--- config.mk ---
export PLATFORM = sky130hd
export DESIGN_NAME = shpf_front
export DESIGN_NICKNAME = d
export VERILOG_FILES = /design/src/hdl/shpf_pkg.sv /design/src/hdl/shpf_front.sv
export SDC_FILE = /design/constraint.sdc
export NUM_CORES = 1
export LEC_CHECK = 0
export BUFFER_PORTS_ARGS = -buffer_cell sky130_fd_sc_hd__buf_4
export CAP_MARGIN = 20
export CORE_ASPECT_RATIO = 2
export CORE_MARGIN = 1.5
export CORE_UTILIZATION = 50
export CTS_CLUSTER_DIAMETER = 30
export CTS_CLUSTER_SIZE = 8
export DETAILED_ROUTE_END_ITERATION = 7
export MAX_ROUTING_LAYER = met4
export PLACE_DENSITY = 0.72
export SLEW_MARGIN = 0
export SYNTH_ARGS = -nofsm -noshare
export SYNTH_HDL_FRONTEND = slang
export SYNTH_SLANG_ARGS = --single-unit
--- constraint.sdc ---
create_clock -name clk -period 7.2 [get_ports clk]
set_clock_uncertainty 0.15 [all_clocks]
set_input_delay 1.44 -clock clk [delete_from_list [all_inputs] [get_ports clk]]
set_output_delay 1.44 -clock clk [all_outputs]
set_load 0.03 [all_outputs]
--- src/hdl/shpf_pkg.sv ---
// ----------------------------------------------------------------------------
// shpf_pkg
// Shared types and constants of the slice histogram peak finder.
// ----------------------------------------------------------------------------
`default_nettype none

package shpf_pkg;

	localparam int MAX_WIDTH   = 1024;
	localparam int COL_W       = $clog2(MAX_WIDTH);
	localparam int WIDTH_W     = COL_W + 1;
	localparam int SLICE_COUNT = 15;
	localparam int SLICE_W     = 4;
	localparam int CNT_W       = 8;
	localparam int HEIGHT_W    = 8;
	localparam int ROW_W       = 12;
	localparam int QUEUE_DEPTH = 4;
	localparam int QPTR_W      = $clog2(QUEUE_DEPTH);
	localparam int QCNT_W      = QPTR_W + 1;
	localparam int ADDR_W      = 3;
	localparam int DATA_W      = 32;

	// register index, taken from paddr[2]
	localparam logic REG_IMAGE_WIDTH  = 1'b0;
	localparam logic REG_SLICE_HEIGHT = 1'b1;

	localparam logic [WIDTH_W-1:0]  WIDTH_RESET  = WIDTH_W'(640);
	localparam logic [HEIGHT_W-1:0] HEIGHT_RESET = HEIGHT_W'(32);

	// one classified pixel request, front to back
	typedef struct packed {
		logic                pix;
		logic [COL_W-1:0]    col;
		logic                first_row;
		logic                last_row;
		logic                emit;
		logic [SLICE_W-1:0]  slice;
		logic [ROW_W-1:0]    centre;
	} op_t;

endpackage

`default_nettype wire

--- src/hdl/shpf_front.sv ---
// ----------------------------------------------------------------------------
// shpf_front
// Raster position tracking: column, row in slice and slice index. Classifies
// each pixel and pushes it to the queue until all slices of the frame are done.
// ----------------------------------------------------------------------------
`default_nettype none

module shpf_front (
	input  wire logic                           clk,
	input  wire logic                           arst_n,
	input  wire logic                           accept,
	input  wire logic                           pixel_on,
	input  wire logic                           frame_start,
	input  wire logic [shpf_pkg::WIDTH_W-1:0]   width,
	input  wire logic [shpf_pkg::HEIGHT_W-1:0]  height,
	output logic                                push,
	output shpf_pkg::op_t                       push_op
);

	logic [shpf_pkg::COL_W-1:0]    col_q;
	logic [shpf_pkg::HEIGHT_W-1:0] row_q;
	logic [shpf_pkg::SLICE_W-1:0]  slice_q;

	logic [shpf_pkg::COL_W-1:0]    col_eff;
	logic [shpf_pkg::HEIGHT_W-1:0] row_eff;
	logic [shpf_pkg::SLICE_W-1:0]  slice_eff;
	logic                          done;
	logic                          row_end;
	logic                          last_row;
	logic [shpf_pkg::ROW_W-1:0]    centre;

	always_comb begin
		col_eff   = frame_start ? '0 : col_q;
		row_eff   = frame_start ? '0 : row_q;
		slice_eff = frame_start ? '0 : slice_q;
		done      = 32'(slice_eff) >= shpf_pkg::SLICE_COUNT;
		row_end   = {1'b0, col_eff} >= (width - shpf_pkg::WIDTH_W'(1));
		last_row  = row_eff >= (height - shpf_pkg::HEIGHT_W'(1));
		centre    = shpf_pkg::ROW_W'(slice_eff) * shpf_pkg::ROW_W'(height)
			+ shpf_pkg::ROW_W'(height >> 1);
	end

	assign push = accept && !done;

	always_comb begin
		push_op           = '0;
		push_op.pix       = pixel_on;
		push_op.col       = col_eff;
		push_op.first_row = (row_eff == '0);
		push_op.last_row  = last_row;
		push_op.emit      = row_end && last_row;
		push_op.slice     = slice_eff;
		push_op.centre    = centre;
	end

	always_ff @(posedge clk or negedge arst_n) begin
		if (!arst_n) begin
			col_q   <= '0;
			row_q   <= '0;
			slice_q <= '0;
		end else if (accept) begin
			if (done) begin
				col_q   <= col_eff;
				row_q   <= row_eff;
				slice_q <= slice_eff;
			end else if (!row_end) begin
				col_q   <= col_eff + shpf_pkg::COL_W'(1);
				row_q   <= row_eff;
				slice_q <= slice_eff;
			end else if (!last_row) begin
				col_q   <= '0;
				row_q   <= row_eff + shpf_pkg::HEIGHT_W'(1);
				slice_q <= slice_eff;
			end else begin
				col_q   <= '0;
				row_q   <= '0;
				slice_q <= slice_eff + shpf_pkg::SLICE_W'(1);
			end
		end
	end

endmodule

`default_nettype wire

Word-level counts from Yosys, hierarchy flattened
Cells that the tools add are included.
{"block": "totals", "register_bits": 22, "latchBits": 0, "ram_bits": 0, "romBits": 0, "in_bits": 24, "out_inout_bits": 31, "wordCells": 28, "memories": 0}
{"block": "op_classes", "add_sub_neg": 6, "mul": 1, "div": 0, "order_cmp": 3, "n_eq_ne": 0, "n_shift": 0, "n_mux": 11, "bitwise": 0, "reduce_logical": 4}
{"op": "$mux 8", "count": 4}
{"op": "$mux 10", "count": 3}
{"op": "$mux 4", "count": 4}
{"op": "$add 12x7->12", "count": 1}
{"op": "$mul 4x8->12", "count": 1}
{"op": "$ge 10x11->1", "count": 1}
{"op": "$sub 11x1->11 const B", "count": 1}
{"op": "$add 10x1->10 const B", "count": 1}
{"op": "$add 8x1->8 const B", "count": 1}
{"op": "$ge 8x8->1", "count": 1}
{"op": "$logic_not 8->1", "count": 1}
{"op": "$sub 8x1->8 const B", "count": 1}
{"op": "$add 4x1->4 const B", "count": 1}
{"op": "$ge 4x4->1 const B", "count": 1}
{"op": "$logic_and 1x1->1", "count": 2}
{"op": "$logic_not 1->1", "count": 1}

Depth between registers and ports, before layout
{"block": "depth", "ltp_word": 5, "depth_mapped": 16, "ltp_nobuf": 15}

Worst setup path before layout
No wires, ideal clock.
{"block": "synth_path", "path_type": "input to output", "start": "in frame_start", "end": "out push_op[11] in the netlist's numbering", "t_arrival_ns": 6.122, "required_ns": 5.610, "setup_slack_ns": -0.512, "stages": 15, "n_path_buf": 1, "path_cell_list": "clkbuf_1 > nor2b_1 > inv_1 > nor2_1 > fa_1 > fa_1 > inv_1 > fa_1 > inv_1 > ha_1 > nand2_1 > o21ai_0 > or4_1 > nand2_1 > o311ai_0"}
{"item": "start: declaration", "line": "shpf_front.sv:13", "rtl": "input wire logic frame_start,"}
{"item": "end: declaration", "line": "shpf_front.sv:17", "rtl": "output shpf_pkg::op_t push_op"}

==> impl_metrics.csv <==
group,metric,value,unit
logic_synthesis,syn_area,3440,um2
logic_synthesis,synth_edf_count,0,
drt,antenna_left,0,
power,ir_drop,0.103,mV
timing,setup_viol,0,
drt,drcViolationCount,0,
setup_path,crit_path_start_kind,"input port",
timing,max_freq,143,MHz
timing,relSlewSlack,51.8,%
clock_network,cts_setup_buffers,0,
setup_path,cp-end-kind,"output port",
power,p_leak,2.01,nW
global_routing,grt_pass1_vias,3405,
finish,final_common_cell,"buf_4",
clock_network,cts.sink_count,22,
clock_network,cts_tree,"yes",
logic_synthesis,async_flop_share,100,%
floorplanning,rows,42,
place,gp_congestion,0.868,
place,dp.final_hpwl,7340,um
timing,tightest_slew,0.704,ns
drt,wire_per_inst,15.7,um
timing,period_share,97.4,%
finish,fin_cells,554,
global_routing,grt_pass1_wl,14800,um
clock_network,hold_buffers,0,
logic_synthesis,synth_top_area_share,16.4,%
flow_run,drv_cap,0,
setup_path,rr_worst_depth,9,
timing,hold_viol,0,
logic_synthesis,yosys_warnings,0,
setup_path,r2r_end,"slice_q[3]",
global_routing,grt_max_degree,33,
logic_synthesis,syn_inst,420,
finish,nets,554,
place,dpl_worst_slack,0.0917,ns
logic_synthesis,synth.distinct_cells,66,
setup_path,critPathKind,"input port to output port",
logic_synthesis,syn_nets,507,
floorplanning,dieHeight,120,um
min_path,hold_path_end,"col_q[9]",
power,pwr_density_cell,90.0,nW/um2
min_path,min_from,"col_q[9]",
timing,setup_tns,0,ns
logic_synthesis,ys_seq_area_share,16.0,%
drt,first_iter_violations,117,
place,place_inst,550,
setup_path,crit_arrival,5.42,ns
timing,rsz0062_at_grt,"false",
logic_synthesis,yosys-top-cells-area,"ha_1 (16%), dfrtp_1 (16%), fa_1 (10%)",
setup_path,crit_fanout,8,
drt,vias,3208,
min_path,min_path_type,"register to register",
drt,wl,8670,um
clock_network,clock_tree.root_cell,"clkbuf_16",
logic_synthesis,synth_area_leader_cell,"ha_1",
min_path,worstHoldPathCells,1,
timing,fin_ws,0.188,ns
clock_network,clkSlewWorstSetupHoldPaths,0.06,ns
logic_synthesis,syn_avg_cell_area,8.20,um2
timing,slew_viol_final,0,
clock_network,cts_buffer_depth,2,
global_routing,antenna_found_initial,0,
floorplanning,initial_core_util,52.0,%
logic_synthesis,ys_ff_latch,22,
setup_path,reg2reg_from,"row_q[3]",
timing,holdWs,0.352,ns
clock_network,cts_htree_levels,1,
finish,drive_above_1_share,16.5,%
place,portBuffers,52,
global_routing,grt-ovfl-total,0,
clock_network,cts_buffers,3,
setup_path,r2r_setup_slack,4.21,ns
drt,drt_first_pass_iters,4,
finish,area_growth,16.4,%
floorplanning,fp.dieW,61.7,um
setup_path,cp.required,5.61,ns
finish,fill_cells,625,
finish,final_cell_mix,"buf_4 (57), inv_1 (48), ha_1 (45), nand2_1 (40), nor2_1 (30)",
clock_network,clk_latency,0.26,ns
finish,utilization,60.5,%
drt,viasPerCell,5.79,
timing,layout_min_cycle_time,7.01,ns
finish,num_antenna_cells,0,
global_routing,grt_util_all_layers,26.5,%
floorplanning,die_area,7420,um2
floorplanning,core,6620,um2
floorplanning,io_pins,55,
logic_synthesis,synth_flop_cell,"dfrtp_1",
run_status,outcome,"finished, final reports clean",
layout make-up:
| class | count | area [um2] | area share (%) |
|---|---|---|---|
| multi-input cells | 332 | 2640 | 65.8 |
| flip-flops and latches | 22 | 551 | 13.7 |
| repair buffers | 57 | 428 | 10.7 |
| inverters | 51 | 191 | 4.78 |
| well taps | 88 | 110 | 2.75 |
| clock buffers | 4 | 88.8 | 2.22 |
cell families after synthesis:
| kind of cell | synth area share (%) |
|---|---|
| AND/OR/NAND/NOR | 27.3 |
| AO/OA/AOI/OAI | 15.4 |
| buffers and inverters | 8.00 |
| adder cells (fa/ha/maj) | 26.8 |
| XOR/XNOR | 5.82 |
| flip-flops | 16.0 |
| multiplexers | 0.618 |
routing by layer:
metal | vias to the layer above | share of wire (%) | GRT usage, %
met3 | 24 | 2.7 | 1.93
met1 | 1545 | 35 | 25.7
met4 | 0 | 3.9 | 11.6
li1 | 1549 | - | -
met2 | 90 | 59 | 49.7
met5 | - | 0 | -
metrics by stage:
stage / power, W / instance area (um2)
final: 0.000361 / 4010
after CTS: 0.000363 / 4000
after global routing: 0.000378 / 4010
after global placement: 0.000227 / 3910
after floorplan: 0.000193 / 3450
after detailed placement: 0.000230 / 3910
Yosys cell counts (15+ instances only):
| cell type | n |
|---|---|
| and2_1 | 20 |
| dfrtp_1 | 22 |
| fa_1 | 18 |
| ha_1 | 45 |
| inv_1 | 49 |
| nand2_1 | 40 |
| nor2_1 | 30 |
| nor2b_1 | 15 |
| o21ai_0 | 18 |
| xnor2_1 | 17 |
power by group:
group / internal [W] / switching (W) / total [W] / leakage [nW]
Sequential: 0.000127 / 0.00000340 / 0.000131 / 0.299
Combinational: 0.0000388 / 0.0000575 / 0.0000963 / 1.67
Clock: 0.0000851 / 0.0000485 / 0.000134 / 0.0442
how the worst max path moves through the flow:
| stage | from | endpoint | slack (ns) | cells past startpoint |
|---|---|---|---|---|
| 2_1_floorplan | frame_start | push_op[11] | 0.02 | 15 |
| 3_3_place_gp | frame_start | push_op[11] | 0.16 | 15 |
| 3_5_place_dp | frame_start | push_op[11] | 0.09 | 16 |
| 4_1_cts | frame_start | push_op[11] | 0.09 | 15 |
| 5_1_grt | frame_start | push_op[11] | 0.03 | 16 |
| 6_report | frame_start | push_op[11] | 0.19 | 16 |
critical path, stage by stage:
cell	delay [ns]
buf_4	0.14
nor2b_1	0.16
buf_4	0.17
and2_1	0.16
fa_1	0.42
fa_1	0.55
inv_1	0.05
fa_1	0.49
inv_1	0.04
ha_1	0.34
a21oi_2	0.19
o21ai_0	0.14
or4_4	0.45
a2111o_1	0.39
o311ai_2	0.08
buf_4	0.20
registers in the layout (all words and copies together), names as in the netlist:
name	flops
slice_q	4
row_q	8
col_q	10
repair_timing:
action | in CTS | in global routing
gates resized for setup | 0 | 4
hold endpoints to repair | 0 | 0
setup endpoints to repair | 0 | 1
(Power assumes the default switching activity.)
