## src/hdl/shpf_pkg.sv

```systemverilog
// ----------------------------------------------------------------------------
// shpf_pkg
// Shared types and constants of the slice histogram peak finder.
// ----------------------------------------------------------------------------
`default_nettype none

package shpf_pkg;

	localparam int MAX_WIDTH   = 1024;
	localparam int COL_W       = $clog2(MAX_WIDTH);
	localparam int WIDTH_W     = COL_W + 1;
	localparam int SLICE_COUNT = 15;
	localparam int SLICE_W     = 4;
	localparam int CNT_W       = 8;
	localparam int HEIGHT_W    = 8;
	localparam int ROW_W       = 12;
	localparam int QUEUE_DEPTH = 4;
	localparam int QPTR_W      = $clog2(QUEUE_DEPTH);
	localparam int QCNT_W      = QPTR_W + 1;
	localparam int ADDR_W      = 3;
	localparam int DATA_W      = 32;

	// register index, taken from paddr[2]
	localparam logic REG_IMAGE_WIDTH  = 1'b0;
	localparam logic REG_SLICE_HEIGHT = 1'b1;

	localparam logic [WIDTH_W-1:0]  WIDTH_RESET  = WIDTH_W'(640);
	localparam logic [HEIGHT_W-1:0] HEIGHT_RESET = HEIGHT_W'(32);

	// one classified pixel request, front to back
	typedef struct packed {
		logic                pix;
		logic [COL_W-1:0]    col;
		logic                first_row;
		logic                last_row;
		logic                emit;
		logic [SLICE_W-1:0]  slice;
		logic [ROW_W-1:0]    centre;
	} op_t;

endpackage

`default_nettype wire

```

## src/hdl/shpf_queue.sv

```systemverilog
// ----------------------------------------------------------------------------
// shpf_queue
// Short first-in first-out queue of classified pixel requests.
// ----------------------------------------------------------------------------
`default_nettype none

module shpf_queue (
	input  wire logic                         clk,
	input  wire logic                         arst_n,
	input  wire logic                         push,
	input  wire shpf_pkg::op_t                push_op,
	input  wire logic                         pop,
	output shpf_pkg::op_t                     head,
	output logic                              empty,
	output logic                              full,
	output logic [shpf_pkg::QCNT_W-1:0]       count
);

	shpf_pkg::op_t                 slots_q [shpf_pkg::QUEUE_DEPTH];
	logic [shpf_pkg::QPTR_W-1:0]   wr_ptr_q;
	logic [shpf_pkg::QPTR_W-1:0]   rd_ptr_q;
	logic [shpf_pkg::QCNT_W-1:0]   count_q;

	assign head  = slots_q[rd_ptr_q];
	assign empty = (count_q == '0);
	assign full  = (count_q == shpf_pkg::QCNT_W'(shpf_pkg::QUEUE_DEPTH));
	assign count = count_q;

	always_ff @(posedge clk) begin
		if (push) begin
			slots_q[wr_ptr_q] <= push_op;
		end
	end

	always_ff @(posedge clk or negedge arst_n) begin
		if (!arst_n) begin
			wr_ptr_q <= '0;
			rd_ptr_q <= '0;
			count_q  <= '0;
		end else begin
			if (push) begin
				wr_ptr_q <= wr_ptr_q + shpf_pkg::QPTR_W'(1);
			end
			if (pop) begin
				rd_ptr_q <= rd_ptr_q + shpf_pkg::QPTR_W'(1);
			end
			unique case ({push, pop})
				2'b10:   count_q <= count_q + shpf_pkg::QCNT_W'(1);
				2'b01:   count_q <= count_q - shpf_pkg::QCNT_W'(1);
				default: count_q <= count_q;
			endcase
		end
	end

endmodule

`default_nettype wire

```

## config.mk

```make
export PLATFORM = sky130hd
export DESIGN_NAME = shpf_queue
export DESIGN_NICKNAME = d
export VERILOG_FILES = /design/src/hdl/shpf_pkg.sv /design/src/hdl/shpf_queue.sv
export SDC_FILE = /design/constraint.sdc
export NUM_CORES = 1
export LEC_CHECK = 0
export ABC_AREA = 1
export BUFFER_PORTS_ARGS = -buffer_cell sky130_fd_sc_hd__buf_2
export CAP_MARGIN = 5
export CORE_MARGIN = 1.5
export CORE_UTILIZATION = 55
export CTS_CLUSTER_DIAMETER = 120
export DETAILED_ROUTE_END_ITERATION = 7
export GPL_ROUTABILITY_DRIVEN = 0
export GPL_TIMING_DRIVEN = 0
export MAX_ROUTING_LAYER = met4
export PLACE_DENSITY = 0.77
export SYNTH_ARGS = -nofsm -noshare
export SYNTH_HDL_FRONTEND = slang
export SYNTH_SLANG_ARGS = --single-unit
```

## constraint.sdc

```tcl
create_clock -name clk -period 2.2 [get_ports clk]
set_input_delay 0.44 -clock clk [delete_from_list [all_inputs] [get_ports clk]]
set_output_delay 0.44 -clock clk [all_outputs]
set_load 0.005 [all_outputs]
```

* After elaboration in Yosys (flattened, before gate mapping)
Memory sizes are Yosys's and may differ from the RTL's. Index checks and enable logic that the tools add are counted.
Word-level totals: flip-flop bits (word level) 7, bits in writable memories 120, word-level logic and storage cells 16, memories kept 1
Operators by class: $add $sub $neg 4, multiplexer cells 3, equal/unequal tests 3, reductions and logical operators 2
Memories:
- slots_q | depth 4, width 30, read ports 1, clocked after memory_dff 0, wr ports 1, RTL line shpf_queue.sv:19 | shpf_pkg::op_t slots_q [shpf_pkg::QUEUE_DEPTH];
Operator list (count):
- $pmux 3 s2 | 1
- $add 2x1->2 const B | 2
- $add 3x1->3 const B | 1
- $eq 3x3->1 const B | 1
- $logic_not 3->1 | 1
- $sub 3x1->3 const B | 1
- $eq 2x1->1 const B | 1
- $eq 2x2->1 const B | 1
- $mux 1 | 2
- $reduce_bool 2->1 | 1

* Logic depth before layout (Yosys ltp)
Gate-level depths: netlist of the first run.
word-level depth 2, gate-level depth with buffers 10

* Worst setup path before layout of the first run
Ideal clock, no wire load.
path kind input port to flip-flop, start point in push, end point mem slots_q[1][0] (netlist bit) (enable), path buffers 1, library setup time 0.385 ns, arrival 1.347 ns, stages on the path 3, path slack 0.468 ns, path through clkbuf_1 -> nand2_1 -> inv_1
On the way: cells in the longest elaborated chain, start to end 2
Ends and longest elaborated chain:
- start, declared | RTL line shpf_queue.sv:10 | input wire logic push,
- $mux 1 | RTL line shpf_queue.sv:30 | if (push) begin
- $mux 1 (implied by the code) | RTL line shpf_queue.sv:31 | slots_q[wr_ptr_q] <= push_op;
- end, declared | RTL line shpf_queue.sv:19
No other way between the ends.

==> results of run 1 <==
-- state kept, by name, indices dropped and copies added (netlist names) --
signal and cells:
rd_ptr_q 2, count 3, slots_q 120, wr_ptr_q 2
-- kinds of logic (layout without fill, tap and decap cells) --
logic type,after synthesis,after routing,share of synthesized area
and+or+nand+nor,105,105,0.0762
AOI/OAI and AO/OA,62,62,0.0981
DFF,127,127,0.719
buffers and inverters,95,202,0.0838
xor gates and xnor gates,4,4,0.00667
adders and majority gates,6,6,0.0157
-- area by class of cell --
class	count	area [sq um]	share of cell area
Sequential cell	127	3780	0.578
Buffer	21	188	0.0287
Multi-Input combinational cell	177	1040	0.159
Timing Repair Buffer	75	510	0.0781
Inverter	74	278	0.0425
Clock buffer	18	418	0.0639
Clock inverter	14	159	0.0243
Tap cell	129	161	0.0247
-- stage by stage --
stage	setup TNS (ns)	setup WS, ns
floorplan	0	0.468
global placement	-0.880	-0.0186
detailed placement	0	0.221
CTS	-0.0000121	-0.0000121
global route	-0.338	-0.0721
finish	0	0.00512
-- final timing paths --
check | start | end | slack (ns)
setup / recovery | rd_ptr_q[0]$_DFFE_PN0P_ | head[21] | 0.005
hold / removal | push_op[6] | slots_q[1][6]$_DFFE_PP_ | 0.13
setup reg to reg | wr_ptr_q[1]$_DFFE_PN0P_ | slots_q[1][29]$_DFFE_PP_ | 0.37
hold reg to reg | count[2]$_DFFE_PN0P_ | count[2]$_DFFE_PN0P_ | 0.53
max in group asynchronous | arst_n | rd_ptr_q[0]$_DFFE_PN0P_ | 1.72
min in group asynchronous | arst_n | wr_ptr_q[0]$_DFFE_PN0P_ | 0.30
-- where the power goes --
group | total (W) | internal [W] | switching, W
registers | 0.00335 | 0.00318 | 0.000167
logic | 0.00323 | 0.00136 | 0.00187
clock network | 0.00269 | 0.00163 | 0.00106
total | 0.00927 | 0.00616 | 0.00310
-- Yosys cell counts --
master	count	area, sq um
buf_2	7	35.0
nand4_1	1	6.26
nand3_1	1	5.00
o211ai_2	11	138
xnor2_1	1	8.76
buf_6	10	113
xor2_1	3	26.3
inv_1	73	274
nor3_1	2	10.0
o21ai_1	1	5.00
edfxtp_1	120	3600
o21ai_0	1	5.00
nand2_1	101	379
fa_1	1	20.0
o211ai_1	49	368
clkbuf_1	4	15.0
dfrtp_1	7	175
inv_2	1	3.75
ha_1	5	62.6
-- routing by layer --
layer / GRT usage / vias up
li1: - / 1562
met2: 0.405 / 129
met1: 0.275 / 1615
met5: - / -
met3: 0.0631 / 16
met4: 0.101 / 0
-- worst register-to-register path: stages, from the launching register on --
cell and delay, ns:
dfrtp_1 0.40, inv_1 0.11, ha_1 0.15, nand2_1 0.04, inv_1 0.59, buf_16 0.24
-- cell usage in the layout (no fill, tap or decap), types with 3 or more instances in the layout --
master and instances:
buf_16 3, buf_2 72, buf_6 7, clkbuf_16 19
clkbuf_2 3, clkinv_4 6, dfrtp_1 7, edfxtp_1 120
ha_1 5, inv_1 73, inv_6 3, nand2_1 101
o211ai_1 49, o211ai_2 10, xor2_1 3
-- what timing repair did --
item / in CTS / in global routing
buffers inserted: 0 / 1
endpoints found under the hold margin: 7 / 0
hold buffers: 1 / 0
gates cloned: 0 / 3
resized for setup: 3 / 7
setup endpoints to repair: 15 / 16
pin swaps: 0 / 16
==> flow_summary_export.csv, run 1 <==
group,metric,value,unit
outcome,outcome,"finished clean",
setup_path,reg2reg_depth,5,
routing,via_per_inst,5.23,
clocking,cts_max_level,4,
global_route,overflow,0,
routing,wl_met3,641,microns
clocking,cts_root_buf,"clkbuf_8",
setup_path,critPathArrivalTime,1.75,ns
global_route,grt_max_degree,31,
clocking,path_clk_slew,0.06,ns
synthesis,syn_area,0.00525,sq mm
floorplanning,ios,69,
routing,drt_iter0_drc,201,
routing,post-route-drc-count,0,
sta,period_share,0.998,
sta,maxSlewViolCount,0,
sta,rsz0062_at_grt,"yes",
sta,clock_skew,0.00612,ns
floorplanning,initial_core_util,0.568,
setup_path,critPathCaptureType,"output pin",
sta,finalHoldViolations,0,
place,dp_cells,598,
setup_path,cpPeakStageDelay,0.38,ns
floorplanning,rows,35,
hold_path,holdPathStages,1,
hold_path,hp-class,"input port to flip-flop",
place,port_buffers,67,
pwr,p_total,0.00927,W
synthesis,syn_inst,399,
sta,tightest_slew,0.806,ns
synthesis,syn-num-nets,439,
setup_path,cp.required,1.76,ns
floorplanning,die_w,101,microns
routing,first_pass_iters,5,
setup_path,start_kind,"flip-flop",
clocking,cts_tree,"done",
clocking,clock-sinks,127,
sta,slew-limit-headroom,0.462,
final_layout,fin_nets,533,
pwr,power-per-cell-area,1420,mW/mm^2
setup_path,slowest_stage,"dfrtp_1",
sta,setup_violations,0,
routing,vias,3322,
floorplanning,core_area,0.00924,sq mm
synthesis,ys_warn_count,0,
pwr,p_leak,2.76,nW
setup_path,crit_buf_inv,4,
clocking,clock_latency,0.52,ns
pwr,ir_drop,0.000734,V
synthesis,syn_avg_cell_area,13.2,sq um
job,cap_viol_max_count,0,
floorplanning,die_area,0.0101,sq mm
place,place_area,0.00583,sq mm
sta,period_needed,2.19,ns
final_layout,drive_above_1_share,0.271,
final_layout,num_antenna_cells,0,
clocking,cts_max_path_buffers,2,
synthesis,seq_area_frac_synth,0.719,
final_layout,final_cells,635,
routing,highest_layer,"met4",
routing,final_antenna_net_count,0,
routing,wirelength,11.1,mm
setup_path,critPathKind,"flip-flop to output pin",
setup_path,cp_top_family,"buffers and inverters",
routing,wl_met1,4.53,mm
routing,wl_per_cell,17.5,microns
sta,whs,0.131,ns
setup_path,critical_path_cell_count,6,
place,dp_hpwl,6.47,mm
global_route,track_usage,0.241,
routing,met2WireLength,5.81,mm
sta,max_freq,0.456,GHz
final_layout,areaGrowthSynthToFinish,24.4,%
floorplanning,dieHeight,101,microns
setup_path,crit_chain,"buf_6 > buf_12 > clkbuf_16 > o211ai_1 > nand2_1 > buf_2",
setup_path,path_max_fanout,7,
global_route,antenna_found_initial,0,
final_layout,stdcell_area,0.00654,sq mm
global_route,grt_pass1_wl,17.2,mm
synthesis,ys_types,19,
clocking,cts_buffers,17,
final_layout,fin_util,0.707,
final_layout,nFillCells,606,
synthesis,synth_seq_cells,127,
global_route,grt_pass1_vias,3497,
No activity file was read; power rests on OpenSTA's default activity.
==> run 2: changes to the inputs <==
CORE_UTILIZATION = 45   (was 55)
HOLD_SLACK_MARGIN = 0.02   (was unset)
PLACE_DENSITY = unset   (was 0.77)
==> run 2 against run 1 <==
Cell count is 1.3% higher. Flip-flop and latch count stayed put. Clock skew is 0.0038 ns higher.
==> flow_summary_export.csv, run 2 (synthesized netlist as in run 1, its figures left out) <==
group,metric,value,unit
outcome,outcome,"finished clean",
floorplanning,dieHeight,111,microns
floorplanning,initial_core_util,0.460,
sta,clock_skew,0.00987,ns
global_route,overflow,0,
final_layout,fin_util,0.563,
sta,maxSlewViolCount,0,
floorplanning,ios,69,
floorplanning,core_area,0.0114,sq mm
routing,vias,3179,
sta,period_needed,2.07,ns
routing,wirelength,10.5,mm
final_layout,num_antenna_cells,0,
global_route,antenna_found_initial,0,
clocking,clock_latency,0.41,ns
global_route,grt_pass1_wl,16.4,mm
final_layout,nFillCells,979,
routing,first_pass_iters,5,
routing,via_per_inst,4.94,
hold_path,holdPathStages,1,
setup_path,path_max_fanout,10,
floorplanning,rows,39,
routing,drt_iter0_drc,125,
sta,rsz0062_at_grt,"no",
pwr,p_leak,2.69,nW
setup_path,critPathKind,"flip-flop to output pin",
clocking,clock-sinks,127,
final_layout,regMostFlops,"slots_q",
final_layout,largest_register_ffs,120,
sta,max_freq,0.482,GHz
sta,setup_tns,0,ns
setup_path,critPathCaptureType,"output pin",
final_layout,final_cell_mix,"120 x edfxtp_1, 101 x nand2_1, 74 x buf_2, 72 x inv_1, 49 x o211ai_1",
clocking,cts_root_buf,"clkbuf_16",
clocking,cts_max_path_buffers,2,
global_route,track_usage,0.186,
sta,setup_violations,0,
sta,slew-limit-headroom,0.474,
sta,finalHoldViolations,0,
sta,tightest_slew,0.788,ns
floorplanning,die_area,0.0123,sq mm
routing,post-route-drc-count,0,
place,dp_cells,611,
clocking,cts_setup_buffers,0,
global_route,grt_max_degree,31,
setup_path,start_kind,"flip-flop",
final_layout,fin_nets,528,
clocking,cts_max_level,4,
final_layout,layout_commonest_cell,"edfxtp_1",
pwr,power-per-cell-area,1410,mW/mm^2
routing,wl_per_cell,16.4,microns
final_layout,final_cells,643,
final_layout,areaGrowthSynthToFinish,22.4,%
hold_path,hp-class,"input port to flip-flop",
place,dp_hpwl,6.37,mm
global_route,grt_pass1_vias,3121,
pwr,ir_drop,0.000657,V
clocking,cts_buffers,17,
clocking,cts_tree,"done",
place,port_buffers,67,
routing,final_antenna_net_count,0,
job,cap_viol_max_count,0,
setup_path,critPathArrivalTime,1.63,ns
clocking,path_clk_slew,0.06,ns
setup_path,cp.required,1.76,ns
final_layout,drive_above_1_share,0.262,
setup_path,reg2reg_depth,5,
floorplanning,die_w,111,microns
sta,period_share,0.943,
run 2: changes by cell type in the layout (fill, tap and decap cells not counted), moves of 2 or more:
cell,before,now
buf_6,7,10
clkbuf_16,19,17
clkbuf_4,2,0
clkinv_1,0,2
buf_2,72,74
clkinvlp_4,2,4
buf_8,2,0
clkinv_4,6,2
run 2: path summary, 6_finish.rpt:
| check | end | start | slack [ns] |
|---|---|---|---|
| setup / recovery | head[2] | rd_ptr_q[1]$_DFFE_PN0P_ | 0.13 |
| hold / removal | slots_q[0][21]$_DFFE_PP_ | push_op[21] | 0.24 |
| min in group asynchronous | wr_ptr_q[1]$_DFFE_PN0P_ | arst_n | 0.40 |
| hold reg to reg | count[2]$_DFFE_PN0P_ | count[2]$_DFFE_PN0P_ | 0.52 |
| setup reg to reg | slots_q[1][10]$_DFFE_PP_ | wr_ptr_q[1]$_DFFE_PN0P_ | 0.38 |
| max in group asynchronous | rd_ptr_q[1]$_DFFE_PN0P_ | arst_n | 1.62 |
run 2: final cells by class:
cell class	count	area (sq um)	share of cell area
clock inverters	14	168	0.0261
multi-input cells	177	1030	0.161
plain buffers	21	166	0.0259
clock buffers	17	425	0.0662
repair buffers	70	400	0.0623
well taps	143	179	0.0278
flip-flops and latches	127	3780	0.588
inverters	74	278	0.0432
run 2: power by group:
group	switching (W)	leakage, nW	internal (W)
registers	0.000151	1.19	0.00318
logic	0.00177	1.23	0.00115
clock network	0.00101	0.277	0.00177
total	0.00293	2.69	0.00610
run 2: metal layers:
metal | global-route usage | wire length (microns) | up-vias
li1 | - | - | 1552
met1 | 0.232 | 4570 | 1526
met2 | 0.298 | 5290 | 86
met3 | 0.0459 | 518 | 15
met4 | 0.0684 | 157 | 0
met5 | - | 0 | -
run 2: critical path: stages, from the launching register on:
cell      delay (ns)
dfrtp_1         0.40
inv_1           0.13
buf_2           0.34
o211ai_2        0.14
nand2_1         0.10
buf_2           0.12
run 2: repair_timing:
item / CTS / global route
hold buffers: 1 / 0
gates resized for setup: 0 / 6
hold endpoints to repair: 7 / 0
endpoints found under the setup margin: 0 / 26
run 2: stage by stage:
step | total power, W | area (sq um) | worst slack, ns | hold slack (ns)
3_3_place_gp | 0.00624 | 5770 | -0.107 | 0.301
5_1_grt | 0.00959 | 6430 | 0.0116 | 0.232
6_report | 0.00903 | 6430 | 0.125 | 0.240
3_5_place_dp | 0.00636 | 5820 | 0.202 | 0.300
2_1_floorplan | 0.00515 | 5250 | 0.468 | 0.144
4_1_cts | 0.00916 | 6420 | 0.00784 | 0.226
==> run 3: changes to the inputs <==
CORE_UTILIZATION = 55   (was 45)
PLACE_DENSITY = 0.77   (was unset)
clock period = 2.5 ns   (was 2.2 ns; I/O delays follow)
==> run 3 against run 2 <==
Clock skew shrank 0.0027 ns. Global-route usage up 5.5 points. Utilization up 13 points. Combinational power down 11%. Sequential share of layout area grew 0.092 points. Sequential power shrank 12%. Design area down 0.16%. First-iteration DRC count is 42% higher. Count of clock-buffer cells in the layout up 1.
==> flow_summary_export.csv, run 3 (synthesized netlist as in run 1, its figures left out) <==
group,metric,value,unit
floorplanning,dieHeight,101,microns
sta,finalHoldViolations,0,
routing,via_per_inst,5.19,
pwr,ir_drop,0.000679,V
final_layout,fin_nets,529,
setup_path,critPathCaptureType,"output pin",
global_route,grt_pass1_wl,17.1,mm
setup_path,cp_top_family,"buffers and inverters",
routing,final_antenna_net_count,0,
place,pre_cts_slack,0.461,ns
sta,max_freq,0.431,GHz
routing,post-route-drc-count,0,
final_layout,num_antenna_cells,0,
sta,period_share,0.928,
setup_path,crit_chain,"clkbuf_1 > o211ai_1 > nand2_1 > buf_2",
clocking,cts_max_path_buffers,2,
floorplanning,die_w,101,microns
pwr,p_leak,2.70,nW
sta,setup_violations,0,
setup_path,path_max_fanout,10,
final_layout,regMostFlops,"slots_q",
routing,drt_iter0_drc,177,
final_layout,layout_commonest_cell,"edfxtp_1",
global_route,grt_max_degree,31,
floorplanning,initial_core_util,0.568,
sta,maxSlewViolCount,0,
clocking,clock_latency,0.52,ns
global_route,overflow,0,
clocking,cts_tree,"done",
setup_path,crit_buf_inv,2,
sta,slew-limit-headroom,0.468,
floorplanning,core_area,0.00924,sq mm
sta,tightest_slew,0.797,ns
global_route,antenna_found_initial,0,
routing,vias,3274,
setup_path,critPathArrivalTime,1.82,ns
clocking,cts_setup_buffers,0,
floorplanning,die_area,0.0101,sq mm
clocking,clock-sinks,127,
sta,clock_skew,0.00719,ns
outcome,outcome,"finished clean",
job,cap_viol_max_count,0,
sta,rsz0062_at_grt,"no",
setup_path,start_kind,"flip-flop",
clocking,cts_buffers,17,
setup_path,slowest_stage,"clkbuf_1",
floorplanning,rows,35,
sta,fin_ws,0.180,ns
clocking,path_clk_slew,0.06,ns
place,port_buffers,67,
clocking,cts_max_level,4,
routing,wl_per_cell,16.9,microns
place,dp_hpwl,6.47,mm
hold_path,hp-class,"input port to flip-flop",
setup_path,critPathKind,"flip-flop to output pin",
setup_path,cpPeakStageDelay,0.47,ns
final_layout,nFillCells,620,
global_route,track_usage,0.241,
setup_path,cp.required,2.00,ns
final_layout,drive_above_1_share,0.259,
clocking,cts_root_buf,"clkbuf_8",
final_layout,final_cell_mix,"120 x edfxtp_1, 101 x nand2_1, 74 x buf_2, 73 x inv_1, 49 x o211ai_1",
final_layout,largest_register_ffs,120,
final_layout,areaGrowthSynthToFinish,22.2,%
routing,first_pass_iters,4,
routing,wirelength,10.7,mm
pwr,power-per-cell-area,1230,mW/mm^2
sta,setup_tns,0,ns
sta,period_needed,2.32,ns
floorplanning,ios,69,
global_route,grt_pass1_vias,3494,
[run 3: cell types whose count changed in the layout (fill, tap and decap cells not counted)]
cell / delta
inv_1: +1
clkinv_4: +4
inv_6: +1
clkbuf_1: +4
clkbuf_2: -3
buf_16: +1
bufinv_16: -1
clkbuf_8: +1
clkinv_1: -2
clkinvlp_4: -2
inv_2: -1
clkbuf_16: -1
[run 3: worst paths after layout]
check                      slack, ns               startpoint                        to  cells past startpoint
max                             0.18  rd_ptr_q[1]$_DFFE_PN0P_                  head[27]                      4
min                             0.19               push_op[6]   slots_q[0][6]$_DFFE_PP_                      1
max reg2reg                     0.68  wr_ptr_q[1]$_DFFE_PN0P_  slots_q[1][29]$_DFFE_PP_                      5
min reg2reg                     0.53     count[2]$_DFFE_PN0P_      count[2]$_DFFE_PN0P_                      2
max in group asynchronous       1.96                   arst_n   rd_ptr_q[0]$_DFFE_PN0P_                      2
min in group asynchronous       0.36                   arst_n   rd_ptr_q[1]$_DFFE_PN0P_                      2
[run 3: timing repair]
item | in CTS | in global routing
hold endpoints to repair | 7 | 0
resized for setup | 0 | 0
hold buffers | 1 | 0
[run 3: cell type report]
type | count | area, sq um | share of cell area
inverters | 74 | 278 | 0.0433
repair buffers | 71 | 428 | 0.0667
flip-flops and latches | 127 | 3780 | 0.589
clock inverters | 14 | 159 | 0.0248
plain buffers | 21 | 163 | 0.0253
multi-input cells | 177 | 1030 | 0.161
clock buffers | 18 | 418 | 0.0651
well taps | 129 | 161 | 0.0251
[run 3: per-layer routing]
| metal | vias to the layer above | wire length, microns | track usage |
|---|---|---|---|
| met5 | - | 0 | - |
| met4 | 0 | 72 | 0.101 |
| met3 | 8 | 668 | 0.0631 |
| met2 | 121 | 5820 | 0.404 |
| met1 | 1586 | 4110 | 0.275 |
| li1 | 1559 | - | - |
[run 3: report_power, final]
part | total, W | switching (W) | internal (W)
clock network | 0.00236 | 0.000924 | 0.00143
registers | 0.00294 | 0.000143 | 0.00280
logic | 0.00260 | 0.00157 | 0.00103
total | 0.00789 | 0.00263 | 0.00526
[run 3: metrics by stage]
stage                     instances  total power (W)  utilization  cell area (sq um)  hold WS [ns]
final                           631          0.00789        0.695               6420         0.192
after global routing            631          0.00834        0.695               6420         0.175
after CTS                       631          0.00796        0.695               6420         0.173
after detailed placement        598          0.00559        0.631               5830         0.358
after global placement          595          0.00542        0.622               5750         0.354
after floorplan                 399          0.00453            -               5250         0.204
